[config.mk]
export PLATFORM = sky130hd
export DESIGN_NAME = sync_beacon_frame_decoder_unit
export DESIGN_NICKNAME = d
export VERILOG_FILES = /design/src/sbfd_pkg.sv /design/src/sbfd_in_reg.sv /design/src/sbfd_frame_engine.sv /design/src/sbfd_out_reg.sv /design/src/sync_beacon_frame_decoder_unit.sv
export SDC_FILE = /design/constraint.sdc
export NUM_CORES = 1
export LEC_CHECK = 0
export ABC_AREA = 1
export BUFFER_PORTS_ARGS = -buffer_cell sky130_fd_sc_hd__clkbuf_2
export CAP_MARGIN = 20
export CORE_MARGIN = 2
export CORE_UTILIZATION = 35
export DETAILED_ROUTE_END_ITERATION = 8
export PLACE_DENSITY = 0.53
export SLEW_MARGIN = 15
export SYNTH_ARGS = -nofsm -noshare
export SYNTH_HDL_FRONTEND = slang
export SYNTH_SLANG_ARGS = --single-unit
[constraint.sdc]
create_clock -name clock -period 10.11 [get_ports clock]
set_input_delay 1.011 -clock clock [delete_from_list [all_inputs] [get_ports clock]]
set_output_delay 1.011 -clock clock [all_outputs]
set_load 0.1 [all_outputs]
[src/sbfd_pkg.sv]
// shared types, constants and crc function for the beacon frame decoder
`timescale 1ns / 1ps
`default_nettype none

package sbfd_pkg;

   // frame layout
   localparam int unsigned FRAME_LEN  = 36;
   localparam int unsigned CRC_SPAN   = 32;
   localparam int unsigned COUNT_W    = 6;
   localparam logic [COUNT_W-1:0] COUNT_MAX = 6'd63;
   localparam logic [COUNT_W-1:0] LAST_IDX  = 6'(FRAME_LEN - 1);

   // crc-32c, reflected
   localparam logic [31:0] CRC_POLY = 32'h82F6_3B78;
   localparam logic [31:0] CRC_INIT = 32'hFFFF_FFFF;

   // beacon magic, first byte in the low lane
   localparam logic [31:0] MAGIC_WORD = 32'h4E59_534E;

   // expected size field
   localparam logic [15:0] SIZE_VALUE = 16'(FRAME_LEN);

   // register indexes
   localparam logic CSR_VERSION = 1'b0;
   localparam logic CSR_TYPE    = 1'b1;

   // status codes
   localparam logic [2:0] ST_OK      = 3'd0;
   localparam logic [2:0] ST_LENGTH  = 3'd1;
   localparam logic [2:0] ST_MAGIC   = 3'd2;
   localparam logic [2:0] ST_VERSION = 3'd3;
   localparam logic [2:0] ST_TYPE    = 3'd4;
   localparam logic [2:0] ST_SIZE    = 3'd5;
   localparam logic [2:0] ST_SESSION = 3'd6;
   localparam logic [2:0] ST_CRC     = 3'd7;

   // one received byte
   typedef struct packed {
      logic       valid;
      logic [7:0] data_byte;
      logic       last_byte;
   } in_item_type;

   // one decoded frame
   typedef struct packed {
      logic [2:0]  status;
      logic [31:0] node_id;
      logic [31:0] session_id;
      logic [31:0] sequence_number;
      logic [63:0] timestamp_us;
      logic [31:0] capabilities;
   } result_type;

   // crc-32c update by one byte
   function automatic logic [31:0] crc32c_byte(input logic [31:0] crc, input logic [7:0] b);
      logic [31:0] c;
      c = crc ^ {24'd0, b};
      for (int i = 0; i < 8; i++) begin
         c = c[0] ? ((c >> 1) ^ CRC_POLY) : (c >> 1);
      end
      return c;
   endfunction

   // magic byte at a given offset
   function automatic logic [7:0] magic_byte(input logic [1:0] idx);
      return MAGIC_WORD[8*idx +: 8];
   endfunction

endpackage

`default_nettype wire

[src/sbfd_in_reg.sv]
// input register stage for received bytes
`timescale 1ns / 1ps
`default_nettype none

module sbfd_in_reg
   import sbfd_pkg::*;
(
   input  wire logic        clock,
   input  wire logic        reset,
   input  wire logic        req_valid,
   output logic             req_ready,
   input  wire logic [7:0]  req_data_byte,
   input  wire logic        req_last_byte,
   input  wire logic        advance,
   output in_item_type      item
);

   logic       valid_ff, valid_in;
   logic [7:0] data_ff, data_in;
   logic       last_ff, last_in;

   // register is free when empty or when its byte moves on this cycle
   assign req_ready = !valid_ff || advance;

   always_comb begin
      valid_in = valid_ff;
      data_in  = data_ff;
      last_in  = last_ff;
      if (req_ready) begin
         valid_in = req_valid;
         data_in  = req_data_byte;
         last_in  = req_last_byte;
      end
   end

   always_ff @(posedge clock) begin
      if (reset) begin
         valid_ff <= 1'b0;
      end else begin
         valid_ff <= valid_in;
      end
      data_ff <= data_in;
      last_ff <= last_in;
   end

   assign item = '{valid: valid_ff, data_byte: data_ff, last_byte: last_ff};

endmodule

`default_nettype wire

[src/sbfd_frame_engine.sv]
// per-byte frame state: crc, field capture, checks and result build
`timescale 1ns / 1ps
`default_nettype none

module sbfd_frame_engine
   import sbfd_pkg::*;
(
   input  wire logic        clock,
   input  wire logic        reset,
   input  in_item_type      item,
   input  wire logic        out_busy,
   input  wire logic [7:0]  expected_version,
   input  wire logic [7:0]  expected_type,
   output logic             advance,
   output logic             res_valid,
   output result_type       res
);

   logic [COUNT_W-1:0] count_ff, count_in;
   logic [31:0]        crc_ff, crc_in;
   logic [2:0]         err_ff, err_in;
   logic [31:0]        node_ff, node_in;
   logic [31:0]        session_ff, session_in;
   logic [31:0]        sequence_ff, sequence_in;
   logic [63:0]        time_ff, time_in;
   logic [31:0]        caps_ff, caps_in;
   logic [31:0]        stored_crc_ff, stored_crc_in;
   logic [15:0]        size_ff, size_in;

   // the last byte waits while the output register is still held
   assign advance = item.valid && (!item.last_byte || !out_busy);

   always_comb begin
      logic [7:0]  b;
      logic [2:0]  status;
      b             = item.data_byte;
      status        = ST_OK;
      count_in      = count_ff;
      crc_in        = crc_ff;
      err_in        = err_ff;
      node_in       = node_ff;
      session_in    = session_ff;
      sequence_in   = sequence_ff;
      time_in       = time_ff;
      caps_in       = caps_ff;
      stored_crc_in = stored_crc_ff;
      size_in       = size_ff;
      res_valid     = 1'b0;
      res           = '0;

      if (advance) begin
         // crc over the header and payload
         if (count_ff < 6'(CRC_SPAN)) begin
            crc_in = crc32c_byte(crc_ff, b);
         end

         // header checks and field capture by offset
         if (count_ff < 6'd4) begin
            if (b != magic_byte(count_ff[1:0]) && err_ff == ST_OK) err_in = ST_MAGIC;
         end else if (count_ff == 6'd4) begin
            if (b != expected_version && err_ff == ST_OK) err_in = ST_VERSION;
         end else if (count_ff == 6'd5) begin
            if (b != expected_type && err_ff == ST_OK) err_in = ST_TYPE;
         end else if (count_ff < 6'd8) begin
            size_in = {b, size_ff[15:8]};
         end else if (count_ff < 6'd12) begin
            node_in = {b, node_ff[31:8]};
         end else if (count_ff < 6'd16) begin
            session_in = {b, session_ff[31:8]};
         end else if (count_ff < 6'd20) begin
            sequence_in = {b, sequence_ff[31:8]};
         end else if (count_ff < 6'd28) begin
            time_in = {b, time_ff[63:8]};
         end else if (count_ff < 6'd32) begin
            caps_in = {b, caps_ff[31:8]};
         end else if (count_ff < 6'(FRAME_LEN)) begin
            stored_crc_in = {b, stored_crc_ff[31:8]};
         end

         // saturating byte count
         if (count_ff != COUNT_MAX) begin
            count_in = count_ff + 6'd1;
         end

         // end of frame: first failing check wins
         if (item.last_byte) begin
            if (count_ff != LAST_IDX) begin
               status = ST_LENGTH;
            end else if (err_ff != ST_OK) begin
               status = err_ff;
            end else if (size_ff != SIZE_VALUE) begin
               status = ST_SIZE;
            end else if (session_ff == 32'd0) begin
               status = ST_SESSION;
            end else if (stored_crc_in != ~crc_ff) begin
               status = ST_CRC;
            end

            res_valid  = 1'b1;
            res.status = status;
            if (status == ST_OK) begin
               res.node_id         = node_ff;
               res.session_id      = session_ff;
               res.sequence_number = sequence_ff;
               res.timestamp_us    = time_ff;
               res.capabilities    = caps_ff;
            end

            // ready for the next frame
            count_in      = '0;
            crc_in        = CRC_INIT;
            err_in        = ST_OK;
            node_in       = '0;
            session_in    = '0;
            sequence_in   = '0;
            time_in       = '0;
            caps_in       = '0;
            stored_crc_in = '0;
            size_in       = '0;
         end
      end
   end

   always_ff @(posedge clock) begin
      if (reset) begin
         count_ff      <= '0;
         crc_ff        <= CRC_INIT;
         err_ff        <= ST_OK;
         node_ff       <= '0;
         session_ff    <= '0;
         sequence_ff   <= '0;
         time_ff       <= '0;
         caps_ff       <= '0;
         stored_crc_ff <= '0;
         size_ff       <= '0;
      end else begin
         count_ff      <= count_in;
         crc_ff        <= crc_in;
         err_ff        <= err_in;
         node_ff       <= node_in;
         session_ff    <= session_in;
         sequence_ff   <= sequence_in;
         time_ff       <= time_in;
         caps_ff       <= caps_in;
         stored_crc_ff <= stored_crc_in;
         size_ff       <= size_in;
      end
   end

endmodule

`default_nettype wire

[src/sbfd_out_reg.sv]
// result register towards the response channel
`timescale 1ns / 1ps
`default_nettype none

module sbfd_out_reg
   import sbfd_pkg::*;
(
   input  wire logic        clock,
   input  wire logic        reset,
   input  wire logic        res_valid,
   input  result_type       res,
   output logic             out_busy,
   output logic             rsp_valid,
   input  wire logic        rsp_ready,
   output result_type       rsp_item
);

   logic       valid_ff, valid_in;
   result_type data_ff, data_in;

   // held result blocks a new one until its transfer
   assign out_busy = valid_ff && !rsp_ready;

   always_comb begin
      valid_in = valid_ff;
      data_in  = data_ff;
      if (res_valid) begin
         valid_in = 1'b1;
         data_in  = res;
      end else if (rsp_ready) begin
         valid_in = 1'b0;
      end
   end

   always_ff @(posedge clock) begin
      if (reset) begin
         valid_ff <= 1'b0;
      end else begin
         valid_ff <= valid_in;
      end
      data_ff <= data_in;
   end

   assign rsp_valid = valid_ff;
   assign rsp_item  = data_ff;

endmodule

`default_nettype wire

[src/sync_beacon_frame_decoder_unit.sv]
// top level of the beacon frame decoder
`timescale 1ns / 1ps
`default_nettype none

// Takes a 36-byte beacon frame one byte per transfer on req_, with req_last_byte
// on the final byte, and gives one result on rsp_ per frame: a status code for
// the first failing check (length, magic, version, type, size field, zero
// session, crc-32c) and the decoded fields, all zero unless the status is ok.
// One byte is accepted every cycle unless a last byte waits in the input
// register; each byte passes that register, then a crc-32c byte update and
// field capture, which sets that rate; the result goes to the output register.
// The next frame's bytes keep flowing while it waits to be taken, except that
// frame's last byte, which waits in the input register until the held result
// goes or leaves in the same cycle.
// csr_ writes set the expected version (index 0) and type (index 1), both 1
// after reset; write them only while no frame is in progress.

module sync_beacon_frame_decoder_unit
   import sbfd_pkg::*;
(
   input  wire logic         clock,
   input  wire logic         reset,
   input  wire logic         req_valid,
   output logic              req_ready,
   input  wire logic [7:0]   req_data_byte,
   input  wire logic         req_last_byte,
   output logic              rsp_valid,
   input  wire logic         rsp_ready,
   output logic [2:0]        rsp_status,
   output logic [31:0]       rsp_node_id,
   output logic [31:0]       rsp_session_id,
   output logic [31:0]       rsp_sequence_number,
   output logic [63:0]       rsp_timestamp_us,
   output logic [31:0]       rsp_capabilities,
   input  wire logic         csr_write_enable,
   input  wire logic         csr_index,
   input  wire logic [7:0]   csr_write_data
);

   logic [7:0]  version_ff, version_in;
   logic [7:0]  type_ff, type_in;
   in_item_type item;
   logic        advance;
   logic        out_busy;
   logic        res_valid;
   result_type  res;
   result_type  rsp_item;

   // configuration registers
   always_comb begin
      version_in = version_ff;
      type_in    = type_ff;
      if (csr_write_enable) begin
         unique case (csr_index)
            CSR_VERSION: version_in = csr_write_data;
            CSR_TYPE:    type_in    = csr_write_data;
            default:     ;
         endcase
      end
   end

   always_ff @(posedge clock) begin
      if (reset) begin
         version_ff <= 8'd1;
         type_ff    <= 8'd1;
      end else begin
         version_ff <= version_in;
         type_ff    <= type_in;
      end
   end

   sbfd_in_reg u_in_reg (
      .clock         (clock),
      .reset         (reset),
      .req_valid     (req_valid),
      .req_ready     (req_ready),
      .req_data_byte (req_data_byte),
      .req_last_byte (req_last_byte),
      .advance       (advance),
      .item          (item)
   );

   sbfd_frame_engine u_frame_engine (
      .clock            (clock),
      .reset            (reset),
      .item             (item),
      .out_busy         (out_busy),
      .expected_version (version_ff),
      .expected_type    (type_ff),
      .advance          (advance),
      .res_valid        (res_valid),
      .res              (res)
   );

   sbfd_out_reg u_out_reg (
      .clock     (clock),
      .reset     (reset),
      .res_valid (res_valid),
      .res       (res),
      .out_busy  (out_busy),
      .rsp_valid (rsp_valid),
      .rsp_ready (rsp_ready),
      .rsp_item  (rsp_item)
   );

   // result fields to ports
   assign rsp_status          = rsp_item.status;
   assign rsp_node_id         = rsp_item.node_id;
   assign rsp_session_id      = rsp_item.session_id;
   assign rsp_sequence_number = rsp_item.sequence_number;
   assign rsp_timestamp_us    = rsp_item.timestamp_us;
   assign rsp_capabilities    = rsp_item.capabilities;

endmodule

`default_nettype wire
== After elaboration in Yosys (flattened, before gate mapping) ==
Cells that the tools add are included.
Cells by class
  add/sub/neg operators: 1
  order comparisons: 8
  equal/unequal tests: 19
  shift operators: 1
  muxes and demuxes: 87
  bitwise gates (word level): 11
  reduce and logical (&&, ||, !) cells: 38
Operators by type and width (number)
  $mux W32: 53
  $mux W64: 9
  $not A16 Y17: 8
  $mux W16: 5
  $mux W3: 14
  $logic_not A32 Y1: 1
  $ne A32 B32 Y1: 1
  $not A32 Y32: 1
  $shiftx A32 B6 Y8 const A: 1
  $xor A32 B8 Y32: 1
  $ne A8 B8 Y1: 3
  $lt A6 B5 Y1 const B: 3
  $ne A16 B6 Y1 const B: 1
  $ne A2 B2 Y1 const B: 8
  $reduce_bool A2 Y1: 8
  $eq A6 B3 Y1 const B: 2
  $lt A6 B4 Y1 const B: 2
  $lt A6 B6 Y1 const B: 2
  $mux W6: 2
  $ne A6 B6 Y1 const B: 2
  $reduce_and A10 Y1: 1
  $reduce_and A2 Y1: 5
  $reduce_and A5 Y1: 2
  $reduce_and A9 Y1: 1
  other kinds (16): 29
Storage, ports and cells
  register bits: 503
  input bits: 23
  output and inout bits: 197
  word-level logic and storage cells: 187

== Logic depth before layout (Yosys ltp) ==
Gate-level depths: netlist of the first run.
  word-level depth: 22
  gate-level depth with buffers: 23

== By module ==
Synthesis of the first run repeated with hierarchy kept, for this count alone.
Second synthesis, totals
  cell total of the unflattened synthesis: 2650
  area total of the unflattened synthesis: 22302.6 sq um
By module, submodules not included
  sbfd_frame_engine: times used 1, cells each 2347, area each 15436.1 sq um, seq. area each 5625.4 sq um
  sbfd_out_reg: times used 1, cells each 201, area each 5901.9 sq um, seq. area each 5875.6 sq um
  sync_beacon_frame_decoder_unit: times used 1, cells each 86, area each 636.9 sq um, seq. area each 320.3 sq um
  sbfd_in_reg: times used 1, cells each 16, area each 327.8 sq um, seq. area each 290.3 sq um

== Least setup slack after synthesis of the first run ==
No wires, ideal clock.
  kind: input -> register
  start point: in rsp_ready
  end point: reg u_out_reg.data_ff (netlist bit u_out_reg.rsp_item[0]) (enable)
  setup time: 0.547 ns
  arrival: 5.277 ns
  data required time: 9.563 ns
  setup slack: 4.286 ns
  stages: 6
  path buffers: 0
  path through: nor2_1 nand2_1 nand2_1 inv_1 nand2_1 inv_1
Between the ends
  cells in the longest elaborated chain, start to end: 6
Ends and longest elaborated chain
  from (decl): line sync_beacon_frame_decoder_unit.sv:28  | input wire logic rsp_ready,
  $logic_not A1 Y1: line sbfd_out_reg.sv:22  | assign out_busy = valid_ff && !rsp_ready;
  $logic_and A1 B1 Y1: line sbfd_out_reg.sv:22
  $logic_not A1 Y1: line sbfd_frame_engine.sv:31  | assign advance = item.valid && (!item.last_byte || !out_busy);
  $logic_or A1 B1 Y1: line sbfd_frame_engine.sv:31
  $logic_and A1 B1 Y1: line sbfd_frame_engine.sv:31
  $mux W1: line sbfd_frame_engine.sv:51  | if (advance) begin
  net res_valid: line sync_beacon_frame_decoder_unit.sv:45  | logic res_valid;
  to (signal assigned): line sbfd_out_reg.sv:41  | data_ff <= data_in;
  to (decl): line sbfd_out_reg.sv:19  | result_type data_ff, data_in;
The timed path passes the listed nets, and every way through them passes these cells.
A chain may end at the register's enable or synchronous reset.

== Final worst setup path of the first run ==
  start point: reg u_frame_engine.count_ff[2]
  end point: reg u_out_reg.data_ff (netlist bit u_out_reg.rsp_item[123]), data pin
Between the ends
  cells in the longest elaborated chain, start to end: 22
  elaborated cells on any way between the ends: 32
  those cells by class: order compare: 8; eq/ne: 4; mux: 18; reduce/logical: 2
Ends and longest elaborated chain
  from (decl): line sbfd_frame_engine.sv:19  | logic [COUNT_W-1:0] count_ff, count_in;
  from (signal assigned): line sbfd_frame_engine.sv:137  | count_ff <= count_in;
  $lt A6 B6 Y1: line sbfd_frame_engine.sv:76  | end else if (count_ff < 6'(FRAME_LEN)) begin
  $mux W32: line sbfd_frame_engine.sv:76
  $mux W32: line sbfd_frame_engine.sv:74  | end else if (count_ff < 6'd32) begin
  $mux W32: line sbfd_frame_engine.sv:72  | end else if (count_ff < 6'd28) begin
  $mux W32: line sbfd_frame_engine.sv:70  | end else if (count_ff < 6'd20) begin
  $mux W32: line sbfd_frame_engine.sv:68  | end else if (count_ff < 6'd16) begin
  $mux W32: line sbfd_frame_engine.sv:66  | end else if (count_ff < 6'd12) begin
  $mux W32: line sbfd_frame_engine.sv:64  | end else if (count_ff < 6'd8) begin
  (+6 left out)
  $mux W3: line sbfd_frame_engine.sv:93  | end else if (session_ff == 32'd0) begin
  $mux W3: line sbfd_frame_engine.sv:91  | end else if (size_ff != SIZE_VALUE) begin
  $mux W3: line sbfd_frame_engine.sv:89  | end else if (err_ff != ST_OK) begin
  $mux W3 (*): line sbfd_frame_engine.sv:87  | if (count_ff != LAST_IDX) begin
  $mux W3 (*): line sbfd_frame_engine.sv:86  | if (item.last_byte) begin
  $mux W3 (*): line sbfd_frame_engine.sv:51
  $logic_not A3 Y1 (*): line sbfd_frame_engine.sv:101  | if (status == ST_OK) begin
  $reduce_and A3 Y1 (no source line) (*)
Mark *: on every way between the ends. The rest lies on a longest branch, timed or not. The select of a mux whose other input is x is not followed.

==> impl_results.md, run 1 <==
- Sequential area share after synthesis: 56.28%
- First-pass detailed-route iteration total: 5
- Area grow syn2layout: 15.49%
- Type of origin of the critical path: flip-flop
- Pins Over Slew Limit: 0
- Final std cells w/o fill: 3,310
- Worst-Margin Slew: 1.106 ns
- Critical path buffer and inverter count: 2
- Cell taking the most area after synthesis: edfxtp_1
- Pre-CTS setup slack: 5.114 ns
- Final Worst Setup Slack: 5.153 ns
- Crit end category: flip-flop
- Worst R2R Setup Slack: 5.15 ns
- Max IR drop VDD: 131.7 µV
- Ports: 220
- # rows: 90
- GRT overflow: 0
- Ys async rst share: 0%
- Max-slew headroom at the worst pin: 26.24%
- Syn_nets: 2,363
- Critical path's most frequent cell: nand2_1
- R2r worst-path depth: 20
- Status: completed
- Hold Crit Depth: 2
- Synthesized area: 21,520 µm²
- Reg clk slew, reported paths: 0.06 ns
- Final antenna-violating net count: 0
- Ys flop type: dfxtp_1
- Worst hold start: u_frame_engine.sequence_ff[2]$_SDFFE_PP0P_
- Max Clock Skew: 0.02186 ns
- Initial detailed-routing violation count: 1,158
- Die X: 252.0 µm
- Clock sink total: 503
- Yosys top cell area share: 28.47%
- Post-Place Cells: 3,206
- Most numerous cell in the Yosys netlist: inv_1
- Clk buf depth: 3
- Slowest Stage Delay on Critical Path: 0.75 ns
- TNS Setup: 0 ns
- DRC: 0
- Initial antenna violation count: 0
- Slowest CP cell: nor2_4
- Post-synth cell types: 39
- WP data arrival: 5.39 ns
- GRT Util Overall: 17.80%
- Ant diodes: 0
- Core box area: 60,580 µm²
- Resize count post-CTS: 0
- Routed WL per cell: 17.40 µm
- Drt via density: 4.946
- Hold Fails Final Rpt: 0
- Pwr/cell area: 196.0 nW/µm²
- Post-DP HPWL: 37,650 µm
- Seq cells post-synth: 503
- CTS Buf Count: 55
- Post-CTS Hold Buffers: 0
- RSZ-0062 raised after global routing: no
- Cells along the critical path: nor2_4, nand2_4, nand2_1, nand2_1, nand2_1, nand2_1, inv_1, nand2_1, nor2_1, nand2_1, nor2_1, nand2_1, nand2_1, nand2_1, nand2_1, nand2_1, nor2_1, nand3_4, buf_4, nor2_1
- Vias in the first global route: 15,710
- Max frequency: 0.2017 GHz
- Top cells by area, synth: edfxtp_1 28%, dfxtp_1 28%, a21oi_1 6.4%
- Post-synth EDFFs: 204
- Crit Path Class: reg -> reg
- Lkg Pwr: 9.450 nW
- IO buf count: 219
- Final setup fails: 0
- Reg-to-Reg Start: u_frame_engine.count_ff[2]$_SDFFE_PP0P_
- Max-cap check violation count: 0
- Routed via count: 16,370
- Nets@finish: 2,509
- FF-to-FF End: u_out_reg.rsp_item[123]$_SDFFCE_PN0P_
- Final cycle utilization of the critical path: 49.03%
- Largest net degree at the start of global routing: 121
- WHS: 0.4612 ns
- Clk root buf: clkbuf_16
- Crit path time final: 4.957 ns
- Hold WC Path Type: reg -> reg
- Skew-Pair Late Insertion Delay: 0.61 ns
- Max FO, Critical Path: 71
- Worst path required time: 10.54 ns
- Die ar.: 63,480 µm²
- GPL Wtd Cong: 0.8671
- Postcts setup bufs: 0
- Layout cells sized above 1: 17.44%
- YS warnings: 0
- First-pass GRT wire length: 89,750 µm
- Mapped Avg Cell Area: 9.212 µm²
- Hold Crit Endpoint: u_frame_engine.sequence_ff[2]$_SDFFE_PP0P_
- Top delay family on crit path: simple AND/OR/NAND/NOR gates
- WL final: 57,580 µm
- Mapped Cells: 2,336
- TritonCTS clock tree: done
- H-tree depth: 2
- Die Y: 252.0 µm
- Initial Util: 35.52%
- Synth cell count leaders: 308 x inv_1, 299 x dfxtp_1, 280 x nand2_1
[state kept, by name, summed over array words and instances, names as in the netlist, 3 cells and up]
signal                        cells
u_out_reg.rsp_item              195
u_frame_engine.size_ff           16
version_ff                        8
u_frame_engine.node_ff           32
type_ff                           8
u_frame_engine.count_ff           6
u_frame_engine.err_ff             3
u_frame_engine.stored_crc_ff     32
u_frame_engine.sequence_ff       32
u_frame_engine.caps_ff           32
u_frame_engine.time_ff           64
u_frame_engine.crc_ff            32
u_in_reg.data_ff                  8
u_frame_engine.session_ff        32
[logic make-up after synthesis]
kind of cell | count (synthesis) | share of synthesized area [%]
AO/OA/AOI/OAI | 561 | 15.30
AND/OR/NAND/NOR | 713 | 15.22
XOR/XNOR | 93 | 3.855
buffers and inverters | 462 | 9.117
adder cells (fa/ha/maj) | 4 | 0.2326
flip-flops | 503 | 56.28
[per-layer routing]
metal	global-route usage [%]	vias to the layer above	share of wire [%]
met5	0	-	0
met4	5.833	0	3.0
met3	3.085	105	5.5
met2	28.12	396	45
met1	24.74	7776	46
li1	-	8094	-
[tightest hold or removal path, stage by stage (launching register included)]
cell	delay, ns
dfxtp_1	0.29
inv_1	0.06
a211oi_1	0.06
[through the flow]
stage	util (%)	instance area, µm²	power, mW
after floorplan	-	21520	2.758
after global placement	37.99	23010	2.906
after detailed placement	37.99	23010	2.911
after CTS	40.97	24820	4.921
after global routing	41.02	24850	5.068
final	41.02	24850	4.870
[where the power goes]
part	total, mW	internal, mW	switching, mW
sequential	2.24	2.18	0.0539
combinational	0.633	0.161	0.472
clock	2.00	1.18	0.823
[area by class of cell]
class                      count  area [µm²]
sequential                   503       12110
multi-input combinational   1371        7498
timing repair buffer         238        1269
fill                        5987       35730
inverter                     313        1187
clock buffer                  82        1569
clock inverter                21       239.0
tap                          782       978.4
[worst max-delay path by stage]
stage	start	end	slack, ns	depth (start not counted)
2_1_floorplan	rsp_ready	u_out_reg.rsp_item[0]$_SDFFCE_PN0P_	4.29	6
3_3_place_gp	u_frame_engine.count_ff[2]$_SDFFE_PP0P_	u_out_reg.rsp_item[102]$_SDFFCE_PN0P_	5.19	20
3_5_place_dp	u_frame_engine.count_ff[2]$_SDFFE_PP0P_	u_out_reg.rsp_item[111]$_SDFFCE_PN0P_	5.11	20
4_1_cts	u_frame_engine.count_ff[2]$_SDFFE_PP0P_	u_out_reg.rsp_item[111]$_SDFFCE_PN0P_	5.05	20
5_1_grt	u_frame_engine.count_ff[2]$_SDFFE_PP0P_	u_out_reg.rsp_item[109]$_SDFFCE_PN0P_	4.63	20
6_report	u_frame_engine.count_ff[2]$_SDFFE_PP0P_	u_out_reg.rsp_item[123]$_SDFFCE_PN0P_	5.15	20
[layout by cell type, fill, tap and decap left out, drive strengths merged]
| cell | count |
|---|---|
| a211oi | 162 |
| a21oi | 275 |
| a31oi | 1 |
| and2 | 1 |
| buf | 20 |
| bufinv | 4 |
| clkbuf | 300 |
| clkinv | 18 |
| dfxtp | 299 |
| edfxtp | 204 |
| ha | 4 |
| inv | 312 |
| nand2 | 285 |
| nand3 | 114 |
| nand3b | 8 |
| nand4 | 16 |
| nor2 | 270 |
| nor3 | 11 |
| nor3b | 2 |
| nor4 | 4 |
| o211ai | 25 |
| o21ai | 92 |
| o31ai | 6 |
| or2 | 2 |
| xnor2 | 27 |
| xor2 | 66 |
(Power assumes the default switching activity.)
==> run 2: changes to the inputs <==
Settings changed: PLACE_DENSITY 0.53 to 0.55.
Clock period 10.11 ns to 4 ns, I/O delays scaled along.
==> run 2 against run 1 <==
Worst setup slack worse by 4.5 ns. Design area up 1.3%. Critical endpoint is now u_out_reg.rsp_item[65]$_SDFFCE_PN0P_. Sequential power rose to 2.5 times the previous value. Routed wire length up 0.32%. Via count about the same. Clock power rose to 2.5 times the previous value. Highest routed layer unchanged. First-iteration DRC count down 3.5%.
==> impl_results.md, run 2 (synthesis results as in run 1) <==
- Final setup fails: 0 (unchanged)
- Largest net degree at the start of global routing: 120 (-0.83%)
- Area of placed instances: 23,250 µm² (+1.0%)
- Routed WL per cell: 17.33 µm (-0.40%)
- Hold Fails Final Rpt: 0 (unchanged)
- Status: completed
- Most frequent cells in the layout: 303 x inv_1, 298 x dfxtp_1, 277 x nand2_1
- Resize count post-CTS: 0 (unchanged)
- Pwr/cell area: 490.3 nW/µm² (+150%)
- Vias in the first global route: 15,760 (+0.28%)
- Post-DP HPWL: 39,010 µm (+3.6%)
- Worst-Margin Slew: 1.093 ns (-0.01351 ns)
- Crit end category: flip-flop
- Reg clk slew, reported paths: 0.06 ns (about the same)
- RSZ-0062 raised after global routing: no
- Pins Over Slew Limit: 0 (unchanged)
- Worst path required time: 4.45 ns (-6.09 ns)
- CTS Buf Count: 53 (-3.6%)
- WP data arrival: 3.82 ns (-1.57 ns)
- Postcts setup bufs: 0 (unchanged)
- Max-slew headroom at the worst pin: 27.15% (+0.90 points)
- Initial Util: 35.52% (unchanged)
- Die ar.: 63,480 µm² (unchanged)
- Final Worst Setup Slack: 0.6298 ns (-4.523 ns)
- Max FO, Critical Path: 59 (-17%)
- TritonCTS clock tree: done
- Hold Crit Depth: 3 (+1)
- Tot Pwr: 12.34 mW (+150%)
- Worst R2R Setup Slack: 0.63 ns (-4.52 ns)
- Post-Place Cells: 3,225 (+0.59%)
- Final antenna-violating net count: 0 (unchanged)
- Area of the multi-input gates: 7503 µm² (about the same)
- Ant diodes: 0 (unchanged)
- H-tree depth: 2 (unchanged)
- IO buf count: 219 (unchanged)
- Max FFs per register: 195 (unchanged)
- First-pass GRT wire length: 89,740 µm (about the same)
- R2r worst-path depth: 20 (unchanged)
- # rows: 90 (unchanged)
- GRT overflow: 0 (unchanged)
- Max Clock Skew: 0.02487 ns (+0.003010 ns)
- Final std cells w/o fill: 3,334 (+0.73%)
- Initial detailed-routing violation count: 1,117 (-3.5%)
- First-pass detailed-route iteration total: 5 (unchanged)
- Initial antenna violation count: 0 (unchanged)
- Routed via count: 16,360 (-0.079%)
- Crit path time final: 3.370 ns (-1.587 ns)
- WL final: 57,770 µm (+0.32%)
- Finished Core Util: 41.55% (+0.52 points)
- Max frequency: 0.2967 GHz (+47%)
- Skew-Pair Late Insertion Delay: 0.61 ns (about the same)
- Max-cap check violation count: 0 (unchanged)
- Crit Path Class: reg -> reg
- Fill count: 5,979 (-0.13%)
- FF/Latch Area: 12,120 µm² (about the same)
- Drt via density: 4.906 (-0.80%)
- Clk buf depth: 3 (unchanged)
- Die X: 252.0 µm (unchanged)
- Max IR drop VDD: 347.5 µV (+160%)
- GRT Util Overall: 17.85% (+0.053 points)
- Final cycle utilization of the critical path: 84.25% (+35 points)
- Type of origin of the critical path: flip-flop
- Layout cells sized above 1: 18.42% (+0.97 points)
- GPL Wtd Cong: 0.8589 (-0.95%)
- Hold WC Path Type: in -> reg
- Core box area: 60,580 µm² (unchanged)
- Lkg Pwr: 9.619 nW (+1.8%)
- Area grow syn2layout: 16.97%
- Clock sink total: 503 (unchanged)
- Clk root buf: clkbuf_16
- Pre-CTS setup slack: 0.6351 ns (-4.479 ns)
- Nets@finish: 2,535 (+1.0%)
- Commonest non-fill, non-tap cell in the layout: inv_1
- Die Y: 252.0 µm (unchanged)
- Ports: 220 (unchanged)
- Finished Cell Area: 25,170 µm² (+1.3%)
- DRC: 0 (unchanged)
[run 2: cell count changes in the layout (fill, tap and decap cells not counted), sizes merged]
| cell | change |
|---|---|
| buf | +18 |
| bufinv | +1 |
| clkbuf | -8 |
| clkinvlp | +1 |
| dlygate4sd3 | +10 |
| inv | +2 |
[run 2: layer usage]
| layer | share of wire, % | track usage (%) | wire, µm | vias to the layer above |
|---|---|---|---|---|
| met4 | 1.8 | 4.362 | 1017 | 0 |
| li1 | - | - | - | 8138 |
| met1 | 47 | 25.06 | 27020 | 7782 |
| met2 | 47 | 28.84 | 26910 | 370 |
| met3 | 4.9 | 2.765 | 2814 | 68 |
| met5 | 0 | 0 | 0 | - |
[run 2: what timing repair did]
action                                  4_1_cts  5_1_grt
endpoints found under the setup margin        0        0
endpoints found under the hold margin        10        0
hold buffers                                 10        0
[run 2: worst max-delay path, stage by stage (launching register included)]
cell     delay (ns)
dfxtp_1        0.52
nor2_8         0.07
nand2_4        0.39
nand2_1        0.15
nand2_1        0.12
nand2_1        0.05
nand2_1        0.11
nand2_1        0.08
nor2_1         0.12
nand2_1        0.06
nor2_1         0.28
nand2_1        0.09
nand2_1        0.07
nand2_1        0.05
nand2_1        0.08
nand2_1        0.05
nor2_1         0.18
nand3_4        0.11
buf_12         0.20
buf_4          0.25
nor2_2         0.09
[run 2: per-stage QoR]
stage | TNS, ns | hold WS [ns]
final | 0 | 0.05868
after global routing | 0 | 0.04408
after CTS | 0 | 0.03276
after detailed placement | 0 | 0.4510
after global placement | 0 | 0.4525
after floorplan | -66.98 | 0.4371
[run 2: final timing paths]
kind	from	end
min	req_valid	u_in_reg.valid_ff$_SDFFE_PP0P_
max	u_frame_engine.count_ff[4]$_SDFFE_PP0P_	u_out_reg.rsp_item[65]$_SDFFCE_PN0P_
min reg2reg	u_frame_engine.node_ff[1]$_SDFFE_PP0P_	u_frame_engine.node_ff[1]$_SDFFE_PP0P_
max reg2reg	u_frame_engine.count_ff[4]$_SDFFE_PP0P_	u_out_reg.rsp_item[65]$_SDFFCE_PN0P_
[run 2: layout make-up]
class,count,share of cell area (%)
multi-input cells,1371,29.81
flip-flops and latches,503,48.13
clock inverters,25,1.248
repair buffers,266,6.229
well taps,782,3.887
clock buffers,74,5.990
inverters,313,4.703
[run 2: where the power goes]
group	internal (mW)	total, mW	switching [mW]
Sequential	5.52	5.66	0.139
Clock	2.98	5.08	2.10
Combinational	0.424	1.61	1.18
